File: src/hw/rtl/ase_pkg.sv
// ----------------------------------------------------------------------------
// ase_pkg
// Shared types, sizes and codes for the array set engine.
// ----------------------------------------------------------------------------
package ase_pkg;

    localparam int CAPACITY = 16;
    localparam int IDX_W    = (CAPACITY > 1) ? $clog2(CAPACITY) : 1;
    localparam int CNT_W    = $clog2(CAPACITY + 1);
    localparam int KEY_W    = 32;
    localparam int FIELD_W  = 5;

    typedef enum logic [1:0] {
        CMD_LOOKUP = 2'd0,
        CMD_ADD    = 2'd1,
        CMD_REMOVE = 2'd2
    } cmd_t;

    typedef enum logic [1:0] {
        ST_DONE    = 2'd0,
        ST_PRESENT = 2'd1,
        ST_ABSENT  = 2'd2,
        ST_FULL    = 2'd3
    } status_t;

    // Search chain passed from cell to cell.
    typedef struct packed {
        logic             hit;
        logic [CNT_W-1:0] pos;
    } ase_chain_t;

    // Update strobes broadcast to every cell.
    typedef struct packed {
        logic remove_en;
        logic add_en;
    } ase_ctrl_t;

    // Fit a count or position into the 5-bit result field.
    function automatic logic [FIELD_W-1:0] to_field(input logic [CNT_W-1:0] v);
        logic [CNT_W+FIELD_W-1:0] wide;
        begin
            wide = {{FIELD_W{1'b0}}, v};
            return wide[FIELD_W-1:0];
        end
    endfunction

endpackage

File: src/hw/rtl/ase_cell.sv
// ----------------------------------------------------------------------------
// ase_cell
// One table slot: holds an entry, compares it with the key, passes the
// search chain on, and takes its neighbor's entry on a shift-down.
// ----------------------------------------------------------------------------
module ase_cell (
    input  logic                          clk,
    input  logic [ase_pkg::IDX_W-1:0]     idx,
    input  logic [ase_pkg::CNT_W-1:0]     fill,
    input  logic [ase_pkg::KEY_W-1:0]     key,
    input  ase_pkg::ase_ctrl_t            ctrl,
    input  ase_pkg::ase_chain_t           chain_in,
    input  logic [ase_pkg::KEY_W-1:0]     neighbor,
    output ase_pkg::ase_chain_t           chain_out,
    output logic [ase_pkg::KEY_W-1:0]     entry
);
    import ase_pkg::*;

    logic [KEY_W-1:0] entry_reg;
    logic [CNT_W-1:0] idx_ext;
    logic             occupied;
    logic             match;

    assign idx_ext  = CNT_W'(idx);
    assign occupied = idx_ext < fill;
    assign match    = occupied && (entry_reg == key);

    always_comb
    begin
        chain_out.hit = chain_in.hit | match;
        chain_out.pos = chain_in.pos | (match ? (idx_ext + CNT_W'(1)) : '0);
    end

    // Remove: this cell and every later one take the neighbor's word. Add: the cell at the fill count takes the key.
    always_ff @(posedge clk)
    begin
        if (ctrl.remove_en && (chain_in.hit || match))
        begin
            entry_reg <= neighbor;
        end
        else if (ctrl.add_en && (idx_ext == fill))
        begin
            entry_reg <= key;
        end
    end

    assign entry = entry_reg;

endmodule

File: src/hw/rtl/array_set_engine_core.sv
// ----------------------------------------------------------------------------
// array_set_engine_core
// Set of distinct 32-bit values in insertion order: lookup, add, remove.
// ----------------------------------------------------------------------------
// Response valid is registered: it rises in the cycle after the request is accepted.
// Throughput: 1 request per cycle while the response side does not stall; the compare-and-shift pass through the
//   cell row completes in the accept cycle.
// Reset: rst_n clears the fill count and the response valid; entries are
//   not cleared, only cells below the fill count are ever compared.
// ----------------------------------------------------------------------------
module array_set_engine_core (
    input  logic                          clk,
    input  logic                          rst_n,
    // request channel
    input  logic                          req_valid,
    output logic                          req_stall,
    input  logic [1:0]                    cmd,
    input  logic signed [31:0]            value,
    // response channel
    output logic                          rsp_valid,
    input  logic                          rsp_stall,
    output logic [4:0]                    position,
    output logic [1:0]                    status,
    output logic [4:0]                    count
);
    import ase_pkg::*;

    // ------------------------------------------------------------------
    // Control state
    // ------------------------------------------------------------------
    logic [CNT_W-1:0]   fill_reg;
    logic [CNT_W-1:0]   fill_next;
    logic               rsp_valid_reg;
    logic [FIELD_W-1:0] position_reg;
    logic [1:0]         status_reg;
    logic [FIELD_W-1:0] count_reg;

    logic               accept;
    logic [KEY_W-1:0]   key;
    logic               hit;
    logic [CNT_W-1:0]   hit_pos;
    logic               not_full;
    status_t            status_next;
    ase_ctrl_t          ctrl;

    // Search chain and entry taps of the cell row.
    ase_chain_t         chain [0:CAPACITY];
    logic [KEY_W-1:0]   entries [0:CAPACITY-1];

    // A request is taken whenever the response register is free or
    // draining this cycle, so a response that drains this cycle never blocks the slot.
    assign req_stall = rsp_valid_reg && rsp_stall;
    assign accept    = req_valid && !req_stall;
    assign key       = value;

    // ------------------------------------------------------------------
    // Cell row: chain[0] starts empty, each cell ORs in its own match.
    // The top cell shifts in its own word; that slot is freed anyway.
    // ------------------------------------------------------------------
    assign chain[0] = '0;

    for (genvar i = 0; i < CAPACITY; i++)
    begin : g_cell
        logic [KEY_W-1:0] nbr;
        if (i == CAPACITY - 1)
        begin : g_last
            assign nbr = entries[i];
        end
        else
        begin : g_mid
            assign nbr = entries[i+1];
        end

        ase_cell u_cell (
            .clk       (clk),
            .idx       (IDX_W'(i)),
            .fill      (fill_reg),
            .key       (key),
            .ctrl      (ctrl),
            .chain_in  (chain[i]),
            .neighbor  (nbr),
            .chain_out (chain[i+1]),
            .entry     (entries[i])
        );
    end

    assign hit      = chain[CAPACITY].hit;
    assign hit_pos  = chain[CAPACITY].pos;
    assign not_full = fill_reg < CNT_W'(CAPACITY);

    // ------------------------------------------------------------------
    // Command decode: strobes to the cells, status and new fill count.
    // Unused command code behaves as a lookup.
    // ------------------------------------------------------------------
    always_comb
    begin
        ctrl        = '0;
        fill_next   = fill_reg;
        status_next = hit ? ST_DONE : ST_ABSENT;
        case (cmd)
            CMD_ADD:
            begin
                if (hit)
                begin
                    status_next = ST_PRESENT;
                end
                else if (!not_full)
                begin
                    status_next = ST_FULL;
                end
                else
                begin
                    status_next  = ST_DONE;
                    ctrl.add_en  = accept;
                    fill_next    = fill_reg + CNT_W'(1);
                end
            end
            CMD_REMOVE:
            begin
                if (hit)
                begin
                    status_next    = ST_DONE;
                    ctrl.remove_en = accept;
                    fill_next      = fill_reg - CNT_W'(1);
                end
                else
                begin
                    status_next = ST_ABSENT;
                end
            end
            default:
            begin
                status_next = hit ? ST_DONE : ST_ABSENT;
            end
        endcase
    end

    // ------------------------------------------------------------------
    // Fill count and response register
    // ------------------------------------------------------------------
    always_ff @(posedge clk or negedge rst_n)
    begin
        if (!rst_n)
        begin
            fill_reg      <= '0;
            rsp_valid_reg <= 1'b0;
        end
        else
        begin
            if (accept)
            begin
                fill_reg      <= fill_next;
                rsp_valid_reg <= 1'b1;
            end
            else if (!rsp_stall)
            begin
                rsp_valid_reg <= 1'b0;
            end
        end
    end

    // Response payload; no reset needed.
    always_ff @(posedge clk)
    begin
        if (accept)
        begin
            position_reg <= to_field(hit_pos);
            status_reg   <= status_next;
            count_reg    <= to_field(fill_next);
        end
    end

    assign rsp_valid = rsp_valid_reg;
    assign position  = position_reg;
    assign status    = status_reg;
    assign count     = count_reg;

    // ------------------------------------------------------------------
    // Assertions
    // ------------------------------------------------------------------
`ifndef ASSERT_OFF
    a_fill_bound: assert property (@(posedge clk) disable iff (!rst_n)
        fill_reg <= CNT_W'(CAPACITY))
        else $error("fill count above capacity");

    a_hit_pos: assert property (@(posedge clk) disable iff (!rst_n)
        hit == (hit_pos != '0))
        else $error("search chain hit and position disagree");

    a_stall_full: assert property (@(posedge clk) disable iff (!rst_n)
        req_stall |-> rsp_valid_reg)
        else $error("request stalled with empty response slot");

    a_accept_rsp: assert property (@(posedge clk) disable iff (!rst_n)
        accept |=> (rsp_valid_reg && count_reg == to_field(fill_reg)))
        else $error("response missing or count mismatch after accept");
`endif

endmodule

File: config.mk
export PLATFORM = sky130hd
export DESIGN_NAME = array_set_engine_core
export DESIGN_NICKNAME = d
export VERILOG_FILES = /design/src/hw/rtl/ase_pkg.sv /design/src/hw/rtl/ase_cell.sv /design/src/hw/rtl/array_set_engine_core.sv
export SDC_FILE = /design/constraint.sdc
export NUM_CORES = 1
export LEC_CHECK = 0
export CORE_ASPECT_RATIO = 1.75
export CORE_MARGIN = 2
export CORE_UTILIZATION = 65
export DETAILED_ROUTE_END_ITERATION = 12
export DONT_BUFFER_PORTS = 1
export PLACE_DENSITY = 0.81
export SLEW_MARGIN = 0
export SYNTH_ARGS = -nofsm -noshare
export SYNTH_HDL_FRONTEND = slang
export SYNTH_SLANG_ARGS = --single-unit
File: constraint.sdc
create_clock -name clk -period 8.5 [get_ports clk]
set_clock_uncertainty 0.1 [all_clocks]
set_input_delay 0.425 -clock clk [delete_from_list [all_inputs] [get_ports clk]]
set_output_delay 0.425 -clock clk [all_outputs]
set_load 0.02 [all_outputs]
After elaboration in Yosys (flattened, before gate mapping)
Cells that the tools add are included.
{"block": "totals", "elab_cells": 249, "out_inout_bits": 14, "reg_bits": 530, "inputBits": 38}
{"block": "op_classes", "bitwise": 31, "add_sub_neg": 2, "order_cmp": 17, "reduce_logical": 83, "n_eq_ne": 34, "muxes": 61}
{"operator": "$mux W32", "n": 30}
{"operator": "$eq A32 B32 Y1", "n": 16}
{"operator": "$or A5 B5 Y5", "n": 14}
{"operator": "$logic_and A1 B1 Y1", "n": 50}
{"operator": "$eq A4 B5 Y1 const A", "n": 8}
{"operator": "$lt A4 B5 Y1 const A", "n": 8}
{"operator": "$mux W4", "n": 8}
{"operator": "$reduce_bool A2 Y1", "n": 15}
{"operator": "$eq A3 B5 Y1 const A", "n": 4}
{"operator": "$lt A3 B5 Y1 const A", "n": 4}
{"operator": "$mux W5", "n": 4}
{"operator": "$logic_or A1 B1 Y1", "n": 15}
{"operator": "$or A1 B1 Y1", "n": 15}
{"operator": "$mux W2", "n": 6}
{"operator": "$mux W3", "n": 4}
{"operator": "$eq A2 B5 Y1 const A", "n": 2}
{"operator": "$lt A1 B5 Y1 const A", "n": 2}
{"operator": "$lt A2 B5 Y1 const A", "n": 2}
{"operator": "$pmux W5 S2", "n": 1}
{"operator": "$mux W1", "n": 8}
{"operator": "$add A5 B1 Y5 const B", "n": 1}
{"operator": "$eq A1 B5 Y1 const A", "n": 1}
{"operator": "$logic_not A5 Y1", "n": 1}
{"operator": "$lt A5 B5 Y1 const B", "n": 1}
{"operator": "8 further kinds", "n": 8}

Logic depth before layout (Yosys ltp)
{"block": "depth", "depth_word": 22, "ltp_mapped": 14, "depth_no_buf": 10}

Hierarchy
A second synthesis with hierarchy kept.
{"block": "hier_totals", "hier_cells": 4491, "hier_area_um2": 44709.1}
{"mod": "ase_cell at g_cell[1].u_cell ...", "area_per_inst_um2": 3241.9, "n_inst": 9, "cells_per_inst": 381, "seq_area_each_um2": 960.9}
{"mod": "ase_cell at g_cell[0].u_cell ...", "area_per_inst_um2": 2074.5, "n_inst": 7, "cells_per_inst": 138, "seq_area_each_um2": 960.9}
{"mod": "array_set_engine_core", "area_per_inst_um2": 1011.0, "n_inst": 1, "cells_per_inst": 96, "seq_area_each_um2": 510.5}

Worst setup path after synthesis
Ideal clock, no wire load.
{"block": "synth_path", "path_type": "input port to flip-flop", "start": "input port value[23]", "end": "register g_cell[5].u_cell.entry_reg[0], enable pin", "setup_ps": 511, "path_slack_ps": 2271, "cell_stages": 12, "t_required_ps": 7889, "path_buffers": 4, "t_arrival_ps": 5619, "cell_sequence": "buf_2 > buf_6 > buf_4 > xnor2_1 > nand4_1 > nor3_1 > and3_1 > nor4_2 > nand4_1 > buf_6 > or2_1 > o41ai_1"}
{"block": "synth_between", "elab_chain_cells": 21, "elab_cells_between_ends": 55, "cone_classes": "eq/ne (16); mux (4); bitwise (15); reduce/logical (20)"}
{"element": "start, declared", "line": "array_set_engine_core.sv:18", "text": "input logic signed [31:0] value,"}
{"element": "$eq A32 B32 Y1", "line": "ase_cell.sv:26", "text": "assign match = occupied && (entry_reg == key);"}
{"element": "$logic_and A1 B1 Y1", "line": "ase_cell.sv:26"}
{"element": "$or A1 B1 Y1 (15 in series)", "line": "ase_cell.sv:30", "text": "chain_out.hit = chain_in.hit | match;"}
{"element": "$mux W1, on equally long branches", "line": "array_set_engine_core.sv:103, array_set_engine_core.sv:120"}
{"element": "$mux W1", "line": "array_set_engine_core.sv:100", "text": "case (cmd)"}
{"element": "$logic_and A1 B1 Y1, on equally long branches", "line": "ase_cell.sv:41, ase_cell.sv:37"}
{"element": "$reduce_bool A2 Y1 (no source line) *"}
{"element": "end signal, assigned", "line": "ase_cell.sv:39", "text": "entry_reg <= neighbor;"}
{"element": "end signal, assigned", "line": "ase_cell.sv:43", "text": "entry_reg <= key;"}
{"element": "end, declared", "line": "ase_cell.sv:19", "text": "logic [KEY_W-1:0] entry_reg;"}
Mark *: on every way between the ends. The rest lies on a longest branch, timed or not.
A chain may end at the register's enable or synchronous reset.

Final worst setup path
{"block": "layout_path", "start": "register g_cell[9].u_cell.entry_reg[19]", "end": "register g_cell[12].u_cell.entry_reg[16], enable pin"}
{"block": "layout_between", "elab_chain_cells": 13, "elab_cells_between_ends": 17, "cone_classes": "eq/ne (1); mux (4); bitwise (7); reduce/logical (5)"}
{"element": "start, declared", "line": "ase_cell.sv:19"}
{"element": "start signal, assigned", "line": "ase_cell.sv:39"}
{"element": "start signal, assigned", "line": "ase_cell.sv:43"}
{"element": "$eq A32 B32 Y1 *", "line": "ase_cell.sv:26"}
{"element": "$logic_and A1 B1 Y1 *", "line": "ase_cell.sv:26"}
{"element": "$or A1 B1 Y1 * (3 in series)", "line": "ase_cell.sv:30"}
{"element": "$or A1 B1 Y1 (4 in series)", "line": "ase_cell.sv:30"}
{"element": "$mux W1, on equally long branches", "line": "array_set_engine_core.sv:103, array_set_engine_core.sv:120"}
{"element": "$mux W1", "line": "array_set_engine_core.sv:100"}
{"element": "$logic_and A1 B1 Y1, on equally long branches", "line": "ase_cell.sv:41, ase_cell.sv:37"}
{"element": "$reduce_bool A2 Y1 (no source line) *"}
{"element": "end signal, assigned", "line": "ase_cell.sv:39"}
{"element": "end signal, assigned", "line": "ase_cell.sv:43"}
{"element": "end, declared", "line": "ase_cell.sv:19"}
Marks and branches as above.

==> key figures <==
Detailed routing
  – DR iter-0 viols: 1970
  – DR DRC count: 0
  – Antenna-violating nets left: 0
  – Initial DRT Pass Iterations: 6
  – Vias/cell: 7.09
  – DR WL/cell: 37.8 um
  – Routed vias: 19.0k
  – Drt total wl: 101000 um

Layout
  – Max reg flops: 512
  – Layout cells sized above 1: 0.260
  – Layout Cells excl Fill: 2677
  – Final Util: 0.691
  – Final #Nets: 2102
  – Area grow syn2layout: 5.27%
  – Fillers: 3072

Die
  – Die height: 288 um
  – Initial Utilization: 0.656
  – Io pins: 52
  – Core box area: 45800 um2
  – DIE AREA: 48000 um2
  – Site row count: 104
  – Die X: 167 um

Clocking
  – Maximum root-to-sink buffer count: 3
  – H-Tree Depth: 2
  – CTS tree: yes
  – Post-cts resize count: 0
  – Worst-skew pair later-pin latency: 590 ps
  – Clock root cell: clkbuf_16
  – Clk sinks: 530
  – Clk pin slew, worst setup/hold paths: 60 ps
  – TritonCTS Buffers: 48

Synth
  – Top cell type's share of synthesized area: 0.524
  – Cell count after synthesis: 2127
  – Syn avg cell area: 14.1 um2
  – Cell Area, Synth: 30100 um2
  – Sequential area share after synthesis: 0.529
  – Ranking of synthesized cells by area: edfxtp_1 52%, mux2_2 13%, xor2_1 11%
  – Share of synthesized flip-flops with an asynchronous set or reset: 0.0113
  – Post-synthesis cell type count: 71
  – Top-count cell post-synth: edfxtp_1
  – Synth area leader: edfxtp_1
  – Top cells by count, synth: 524 x edfxtp_1, 365 x xor2_1, 341 x mux2_2
  – Synth warn: 0
  – Synth Flop Type: edfxtp_1
  – EDFF count, synth: 524
  – Post-Syn Nets: 2173
  – #FFs+latches synth: 530

Placement
  – RD Place Congestion: 0.963
  – Post-DP HPWL: 56900 um
  – # port buffers: 0
  – Placed Cells: 2550

Critical path
  – R2r worst-path depth: 10
  – Critical R2R Launch: g_cell[9].u_cell.entry[19]$_DFFE_PP_
  – Crit end category: register
  – Worst EP arrival: 5150 ps
  – Reg2reg setup slack: 3480 ps
  – CP startpoint kind: register
  – Crit Reg-Reg Endpoint: g_cell[12].u_cell.entry[16]$_DFFE_PP_
  – Setup CP Type: register to register
  – Crit Path Max Fanout: 33
  – Critical Path RT: 8630 ps

Worst hold path
  – Hold Path Depth: 1
  – Worst hold path class: input port to register
  – Hold EP: g_cell[14].u_cell.entry[31]$_DFFE_PP_
  – Min-delay src: value[31]

GRT
  – Gr ovfl total: 0
  – Largest net degree at the start of global routing: 36
  – First-pass GRT wire length: 141000 um
  – GRT Overall Usage: 0.419
  – Vias in the first global route: 19.7k
  – Initial antenna violation count: 7

Job
  – Max Cap Viol: 0

Outcome
  – Status: finished, final reports clean

Timing
  – Worst-Margin Slew: 1410 ps
  – # setup viols final: 0
  – Max Fclk: 199 MHz
  – RSZ-0062 raised after global routing: false
  – Final hold viol count: 0
  – Minimum clock period: 5020 ps
  – Setup TNS: 0 ps
  – Fin. max-slew vios: 0
  – Slew HR: 0.0595
  – Period utilisation layout: 0.590

Pwr
  – Worst IR drop on VDD: 212 uV
  – Leak: 10.5 nW
  – Design Power: 5.56 mW
  – Pwr dens: 176 nW/um2
## logic make-up after synthesis
family / Yosys count / synth area share
flip-flops: 530 / 0.529
AO/OA/AOI/OAI: 65 / 0.0147
multiplexers: 482 / 0.188
AND/OR/NAND/NOR: 333 / 0.0671
XOR/XNOR: 512 / 0.149
adder cells (fa/ha/maj): 8 / 0.00333
buffers and inverters: 197 / 0.0495
## final cells by class
cell class	count	area [um2]	share of cell area
inverter	11	41.3	0.00130
tap	583	729	0.0231
timing repair buffer	65	686	0.0217
antenna	6	15.0	0.000475
clock inverter	19	183	0.00577
multi-input combinational	1400	12800	0.405
clock buffer	63	1300	0.0411
sequential	530	15900	0.502
## placed cells by master, fill, tap and decap left out, types with 9 or more instances in the layout
cell type / Yosys / final
nand4_1: 56 / 56
mux2_1: 84 / 84
nor4_1: 108 / 108
nor2_1: 26 / 24
nand2_1: 39 / 39
xor2_1: 365 / 365
clkbuf_16: 0 / 50
xnor2_1: 147 / 147
nor3_1: 25 / 25
o21ai_0: 15 / 10
buf_12: 7 / 10
nand3_1: 25 / 25
mux2_4: 56 / 56
mux2_2: 341 / 341
edfxtp_1: 524 / 524
buf_4: 31 / 26
a21oi_1: 10 / 9
clkbuf_1: 41 / 13
dlygate4sd3_1: 0 / 29
inv_1: 10 / 10
## worst max-delay path, cell delays in order, from the launching register on
cell and delay (ps):
edfxtp_1 400, xor2_1 160, nor4_1 950, nand4_1 330, nor4_4 560, and4bb_1 310
nand4_2 230, o21ai_4 120, nand2b_2 790, o21ai_2 240, buf_4 430
## metrics by stage
step	setup WS (ps)	hold WS [ps]	instance area, um2
after floorplan	2270	29.4	30100
after global placement	3780	29.6	29700
after detailed placement	3720	29.7	29700
after CTS	3630	1.63	31600
after global routing	3370	3.39	31600
final	3480	9.13	31600
## what timing repair did
item                      CTS  global route
hold endpoints to repair  495             1
hold buffers               38             1
setup buffers               0             0
## layer usage
layer  share of wire  wire, um  GRT usage
met5               0         0          0
met3           0.081      8190     0.0833
met2            0.49     50000      0.722
met1            0.30     30300      0.415
met4            0.12     12600      0.414
## worst max path at each step
stage | from | to | slack (ps)
after floorplan | value[23] | g_cell[5].u_cell.entry[0]$_DFFE_PP_ | 2270
after global placement | value[28] | g_cell[10].u_cell.entry[12]$_DFFE_PP_ | 3780
after detailed placement | value[19] | g_cell[12].u_cell.entry[7]$_DFFE_PP_ | 3720
after CTS | g_cell[9].u_cell.entry[19]$_DFFE_PP_ | g_cell[12].u_cell.entry[16]$_DFFE_PP_ | 3630
after global routing | fill_reg[2]$_DFFE_PN0P_ | g_cell[14].u_cell.entry[26]$_DFFE_PP_ | 3370
final | g_cell[9].u_cell.entry[19]$_DFFE_PP_ | g_cell[12].u_cell.entry[16]$_DFFE_PP_ | 3480
## report_power, final
part	internal (mW)	switching [mW]	leakage [nW]	total, mW
clock	1.17	0.980	0.720	2.14
sequential	2.89	0.0416	4.78	2.93
combinational	0.212	0.279	5.04	0.491
total	4.26	1.30	10.5	5.56
Power figures use the tool's default switching activity.
